==> src/rtl/kbs_pkg.sv <==
// Shared types and codes of the keyed bucket sorter.
`default_nettype none
package kbs_pkg;

   localparam int MODE_BITS   = 2;
   localparam int STATUS_BITS = 2;
   localparam int CMD_BITS    = 4;

   localparam logic [MODE_BITS-1:0] MODE_INSERT = 2'd0;
   localparam logic [MODE_BITS-1:0] MODE_REMOVE = 2'd1;
   localparam logic [MODE_BITS-1:0] MODE_READ   = 2'd2;

   localparam logic [STATUS_BITS-1:0] ST_OK   = 2'd0;
   localparam logic [STATUS_BITS-1:0] ST_FULL = 2'd1;
   localparam logic [STATUS_BITS-1:0] ST_END  = 2'd2;

   localparam logic [CMD_BITS-1:0] C_NOP       = 4'd0;
   localparam logic [CMD_BITS-1:0] C_LOAD      = 4'd1;
   localparam logic [CMD_BITS-1:0] C_INS_WR    = 4'd2;
   localparam logic [CMD_BITS-1:0] C_INS_LINK  = 4'd3;
   localparam logic [CMD_BITS-1:0] C_REM_START = 4'd4;
   localparam logic [CMD_BITS-1:0] C_REM_WALK  = 4'd5;
   localparam logic [CMD_BITS-1:0] C_REM_FIN   = 4'd6;
   localparam logic [CMD_BITS-1:0] C_RD_SCAN   = 4'd7;
   localparam logic [CMD_BITS-1:0] C_RD_FIRST  = 4'd8;
   localparam logic [CMD_BITS-1:0] C_RD_NODE   = 4'd9;
   localparam logic [CMD_BITS-1:0] C_POST      = 4'd10;

   typedef struct packed {
      logic [CMD_BITS-1:0] code;
   } cmd_type;

   typedef struct packed {
      logic used_k;
      logic full;
      logic append;
      logic walk_end;
      logic read_direct;
      logic scan_end;
      logic scan_hit;
      logic first_none;
      logic rsp_busy;
   } stat_type;

endpackage
`default_nettype wire

==> src/rtl/kbs_ctrl.sv <==
// Controller state machine of the keyed bucket sorter.
`default_nettype none
module kbs_ctrl (
   input  wire logic                          clock,
   input  wire logic                          reset,
   input  wire logic                          req_valid,
   input  wire logic [kbs_pkg::MODE_BITS-1:0] req_mode,
   input  wire kbs_pkg::stat_type             stat,
   output logic                               req_ready,
   output kbs_pkg::cmd_type                   cmd
);
   localparam logic [3:0] S_IDLE      = 4'd0;
   localparam logic [3:0] S_INS_WR    = 4'd1;
   localparam logic [3:0] S_INS_LINK  = 4'd2;
   localparam logic [3:0] S_REM_START = 4'd3;
   localparam logic [3:0] S_REM_WALK  = 4'd4;
   localparam logic [3:0] S_REM_FIN   = 4'd5;
   localparam logic [3:0] S_RD_SCAN   = 4'd6;
   localparam logic [3:0] S_RD_FIRST  = 4'd7;
   localparam logic [3:0] S_RD_NODE   = 4'd8;
   localparam logic [3:0] S_POST      = 4'd9;

   logic [3:0] state_ff;
   logic [3:0] state_in;

   assign req_ready = (state_ff == S_IDLE);

   always_comb begin
      state_in = state_ff;
      cmd.code = kbs_pkg::C_NOP;
      case (state_ff)
         S_IDLE: begin
            if (req_valid) begin
               cmd.code = kbs_pkg::C_LOAD;
               case (req_mode)
                  kbs_pkg::MODE_INSERT: state_in = S_INS_WR;
                  kbs_pkg::MODE_REMOVE: state_in = S_REM_START;
                  kbs_pkg::MODE_READ:   state_in = stat.read_direct ? S_RD_NODE : S_RD_SCAN;
                  default:              state_in = S_POST;
               endcase
            end
         end
         S_INS_WR: begin
            cmd.code = kbs_pkg::C_INS_WR;
            state_in = (!stat.full && stat.append) ? S_INS_LINK : S_POST;
         end
         S_INS_LINK: begin
            cmd.code = kbs_pkg::C_INS_LINK;
            state_in = S_POST;
         end
         S_REM_START: begin
            cmd.code = kbs_pkg::C_REM_START;
            state_in = stat.used_k ? S_REM_WALK : S_POST;
         end
         S_REM_WALK: begin
            cmd.code = kbs_pkg::C_REM_WALK;
            if (stat.walk_end) begin
               state_in = S_REM_FIN;
            end
         end
         S_REM_FIN: begin
            cmd.code = kbs_pkg::C_REM_FIN;
            state_in = S_POST;
         end
         S_RD_SCAN: begin
            cmd.code = kbs_pkg::C_RD_SCAN;
            if (stat.scan_end) begin
               state_in = S_POST;
            end else if (stat.scan_hit) begin
               state_in = S_RD_FIRST;
            end
         end
         S_RD_FIRST: begin
            cmd.code = kbs_pkg::C_RD_FIRST;
            state_in = stat.first_none ? S_POST : S_RD_NODE;
         end
         S_RD_NODE: begin
            cmd.code = kbs_pkg::C_RD_NODE;
            state_in = S_POST;
         end
         S_POST: begin
            if (!stat.rsp_busy) begin
               cmd.code = kbs_pkg::C_POST;
               state_in = S_IDLE;
            end
         end
         default: state_in = S_IDLE;
      endcase
   end

   always_ff @(posedge clock) begin
      if (reset) begin
         state_ff <= S_IDLE;
      end else begin
         state_ff <= state_in;
      end
   end

   ap_walk_exit: assert property (@(posedge clock) disable iff (reset)
      (state_ff == S_REM_WALK && stat.walk_end) |=> (state_ff == S_REM_FIN))
      else $error("walk end did not finish remove");
   ap_post_idle: assert property (@(posedge clock) disable iff (reset)
      (state_ff == S_POST && !stat.rsp_busy) |=> (state_ff == S_IDLE))
      else $error("post did not return to idle");
   ap_load_leave: assert property (@(posedge clock) disable iff (reset)
      (state_ff == S_IDLE && req_valid) |=> (state_ff != S_IDLE))
      else $error("accepted word left controller idle");
endmodule
`default_nettype wire

==> config.mk <==
export PLATFORM = sky130hd
export DESIGN_NAME = kbs_ctrl
export DESIGN_NICKNAME = d
export VERILOG_FILES = /design/src/rtl/kbs_pkg.sv /design/src/rtl/kbs_ctrl.sv
export SDC_FILE = /design/constraint.sdc
export NUM_CORES = 1
export LEC_CHECK = 0
export BUFFER_PORTS_ARGS = -buffer_cell sky130_fd_sc_hd__buf_2
export CAP_MARGIN = 20
export CORE_AREA = 5 5 42 44
export DETAILED_ROUTE_END_ITERATION = 10
export DIE_AREA = 0 0 47 49
export REMOVE_ABC_BUFFERS = 1
export SLEW_MARGIN = 40
export SYNTH_ARGS = -nofsm -noshare
export SYNTH_HDL_FRONTEND = slang
export SYNTH_SLANG_ARGS = --single-unit
==> constraint.sdc <==
create_clock -name clock -period 3.04 [get_ports clock]
set_input_delay 0.608 -clock clock [delete_from_list [all_inputs] [get_ports clock]]
set_output_delay 0.608 -clock clock [all_outputs]
set_load 0.02 [all_outputs]
[Word-level counts from Yosys, hierarchy flattened]
Cells that the tools add are included.
Storage, ports and cells
  register bits after elaboration: 4
  input port bits: 14
  logic and storage cells: 36
Cells by class
  eq/ne operators: 15
  multiplexer cells: 14
  reduce and logical (&&, ||, !) cells: 6
Operator list (number)
  case mux 4 bit (10 select lines): 1
  2-to-1 mux 4 bit: 9
  case mux 4 bit (8 select lines): 1
  == test 4 x 3 -> 1 bit, second input constant: 4
  case mux 4 bit (3 select lines): 1
  == test 4 x 2 -> 1 bit, second input constant: 2
  == test 4 bit, second input constant: 2
  != test 2 bit, second input constant: 3
  == test 4 x 1 -> 1 bit, second input constant: 1
  logical NOT 4 bit: 1
  AND reduction 4 bit: 1
  != test 3 bit, second input constant: 1
  OR reduction 3 bit: 1
  == test 2 x 1 -> 1 bit, second input constant: 1
  == test 2 bit, second input constant: 1
  logical NOT 2 bit: 1
  2-to-1 mux 1 bit: 2
  logical AND 1 bit: 1
  logical NOT 1 bit: 1

[Longest topological paths before layout]
  depth after elaboration: 4
  depth in mapped cells: 6
  mapped depth without buffers: 4

[Worst setup path before layout]
OpenSTA, ideal clock, no wires.
  path type: in2out
  from: input stat[0] (netlist bit)
  to: output cmd[1] (netlist bit)
  arrival: 1299 ps
  setup slack: 1133 ps
  cell stages on the path: 2
  path buffers: 0
  cells stage by stage: or4b_1 -> o21ai_0
RTL lines
  start, declared: RTL line kbs_ctrl.sv:8  | input wire kbs_pkg::stat_type stat,
  end, declared: RTL line kbs_ctrl.sv:10  | output kbs_pkg::cmd_type cmd

==> impl_results.md <==
- Status: completed
- Detailed-route wire length: 1100 µm
- Remaining antenna violation count: 0
- Yosys top cell by area: dfxtp_1
- Max Root-Sink Buffers: 2
- Tmin final: around 2.2 ns
- Avg Inst Size Synth: 7.28 µm²
- HP Class: in -> reg
- Synth top area share: between 15 and 20%
- Row Count: 14
- Final Hold Fails: 0
- Adder-cell share of the synthesized area: 0%
- CP Capture Type: primary output
- Die height: just under 50 µm
- Final setup margin: around 0.81 ns
- Worst slack at placement: 0.966 ns
- Syn Inst Count: 61
- Core Area: 1400 µm²
- CTS tree: built
- Final setup skew: 0.00253 ns
- Crit path DAT: approximately 1.6 ns
- Via Count: 502
- Post-Synth Simple-Gate Area: 36.6%
- Relative slew slack: 63.3%
- # setup viols final: 0
- Num CTS Buffers: 3
- First-pass GRT wire length: roughly 1700 µm
- Post-CTS Setup Repair Bufs: 0
- RSZ-0062 raised after global routing: false
- Clock sink count: 4
- XOR/XNOR Fraction of Synth Area: 3.94%
- Number of hold buffers added after CTS: 0
- Startpoint Class: flip-flop
- Max-cap violations: 0
- Worst hold slack: 0.589 ns
- Starting DRT DRC Count: 8
- P&R area growth vs syn: 23.1%
- Max FFs per register: 4
- Initial core utilization: 31.7%
- Top reg by flops: state_ff
- Slowest CP cell: dfxtp_1
- Seq/Total Area, Yosys: between 10% and 20%
- Chip width: ~47 µm
- Post-synthesis mux area share: 2.25%
- Cell Pwr Density: 802 nW/µm²
- Worst-Skew Late Latency: between 0.2 and 0.25 ns
- Main synth FF type: dfxtp_1
- # port buffers: 18
- Clk slew on worst S/H paths: 0.04 ns
- Hpwl dp: 803 µm
- Largest net degree at the start of global routing: 18
- Post-DR wirelength/cell: 11.8 µm
- Biggest cell delay along the critical path: about 0.57 ns
- # DRC: 0
- TritonRoute pass-1 iters: 4
- Routability Congestion: 0.713
- H-tree depth: 1
- Top Registers: state_ff: 4 flops
- Die ar.: approximately 2300 µm²
- Final nets: 93
- Cell area after layout: approximately 550 µm²
- Main combinational cell family by area after synthesis: simple AND/OR/NAND/NOR gates
- Pwr Total: 438 µW
- Top area cells in the synthesized netlist: dfxtp_1 (18%), a21oi_1 (5.6%), nand2b_1 (5.6%), nor3b_1 (5.1%), nor2_1 (4.2%)
- IO Pins: 19
- Worst-path fanout max: 14
- Max VDD drop: 0.000258 V
- Antenna Cells: 0
- Yosys warnings: 0
- Post-synthesis compound-gate area fraction: 32.4%
- Root Buffer: clkbuf_4
- Dpl cell area: 524 µm²
- Worst setup path category: reg -> out
- Seq cells post-synth: 4
- Fin crit share: about 73%
- Leak: between 0.0002 and 0.00025 µW
- Post-CTS sizing: 0
- Vias per cell: 5.40
- Layout cells sized above 1: 31.2%
- CP Cell Sequence: or3b_1 -> a21oi_1 -> a31o_2 -> buf_2
- Post-Syn Area: about 440 µm²
- Critical Path RT: 2.43 ns
- Post-synth top cells: a21oi_1 (5), nor2_1 (5), dfxtp_1 (4), nand2_1 (4), nand2b_1 (4)
- Tot GR Track Use: just under 10%
- Vias in the first global route: 422
- WP buf/inv: 1
- Delay-heaviest family, CP: flip-flops
- Setup TNS: 0 ns
- Asr flop ratio synth: 0%
- Initial antenna violation count: 0
- Worst-Margin Slew: 0.549 ns
- EDFF count, synth: 0
- Slew Limit Fails: 0
- Unique masters post-synth: 33
- Gr ovfl total: 0
- FMAX: between 400 and 500 MHz
[area by class of cell]
type | instances | area [µm²]
clock buffers | 3 | 22.5
fillers | 157 | 855
multi-input cells | 52 | 334
flip-flops and latches | 4 | 80.1
well taps | 16 | 20.0
repair buffers | 18 | 90.1
[cell families (layout without fill, tap and decap cells)]
| group | after synthesis | in the layout |
|---|---|---|
| AND/OR/NAND/NOR | 28 | 28 |
| AO/OA/AOI/OAI | 21 | 21 |
| buffers and inverters | 5 | 21 |
| flip-flops | 4 | 4 |
| XOR/XNOR | 2 | 2 |
| multiplexers | 1 | 1 |
[stage by stage]
step                      instances  utilization, %
after floorplan                  56               -
after global placement           90            37.4
after detailed placement         90            37.4
after CTS                        93            39.0
after global routing             93            39.0
final                            93            39.0
[power by group]
part / switching (µW) / internal, µW
clock network: 21.8 / 44.2
logic: 130 / 117
registers: 57.0 / 68.4
total: 209 / 229
[per-layer routing]
metal  vias up  share of wire (%)  track usage, %  wire length [µm]
met1       214                 44            14.5               488
met3         2                9.9               0               109
met4         0                1.5            5.53                16
li1        260                  -               -                 -
met2        26                 44            13.8               485
met5         -                  0               0                 0
[worst paths after layout]
check	start	to	slack, ns	depth (start not counted)
worst max-delay path	state_ff[3]$_SDFFE_PP0P_	cmd[3]	0.81	4
worst min-delay path	reset	state_ff[2]$_SDFFE_PP0P_	0.59	2
worst max register to register	state_ff[3]$_SDFFE_PP0P_	state_ff[3]$_SDFFE_PP0P_	1.38	4
worst min register to register	state_ff[3]$_SDFFE_PP0P_	state_ff[2]$_SDFFE_PP0P_	0.73	1
[layout by cell type (no fill, tap or decap), types with 2 or more instances in the layout]
cell type / instances
nor3b_1: 3
a21boi_0: 2
nand2_1: 4
clkbuf_4: 3
nor4_1: 2
or3_1: 2
nand2b_1: 4
a21oi_1: 5
dfxtp_1: 4
buf_2: 18
nor3_1: 2
a211oi_1: 2
nor2_1: 5
o21ai_0: 3
No activity file was read; power rests on OpenSTA's default activity.
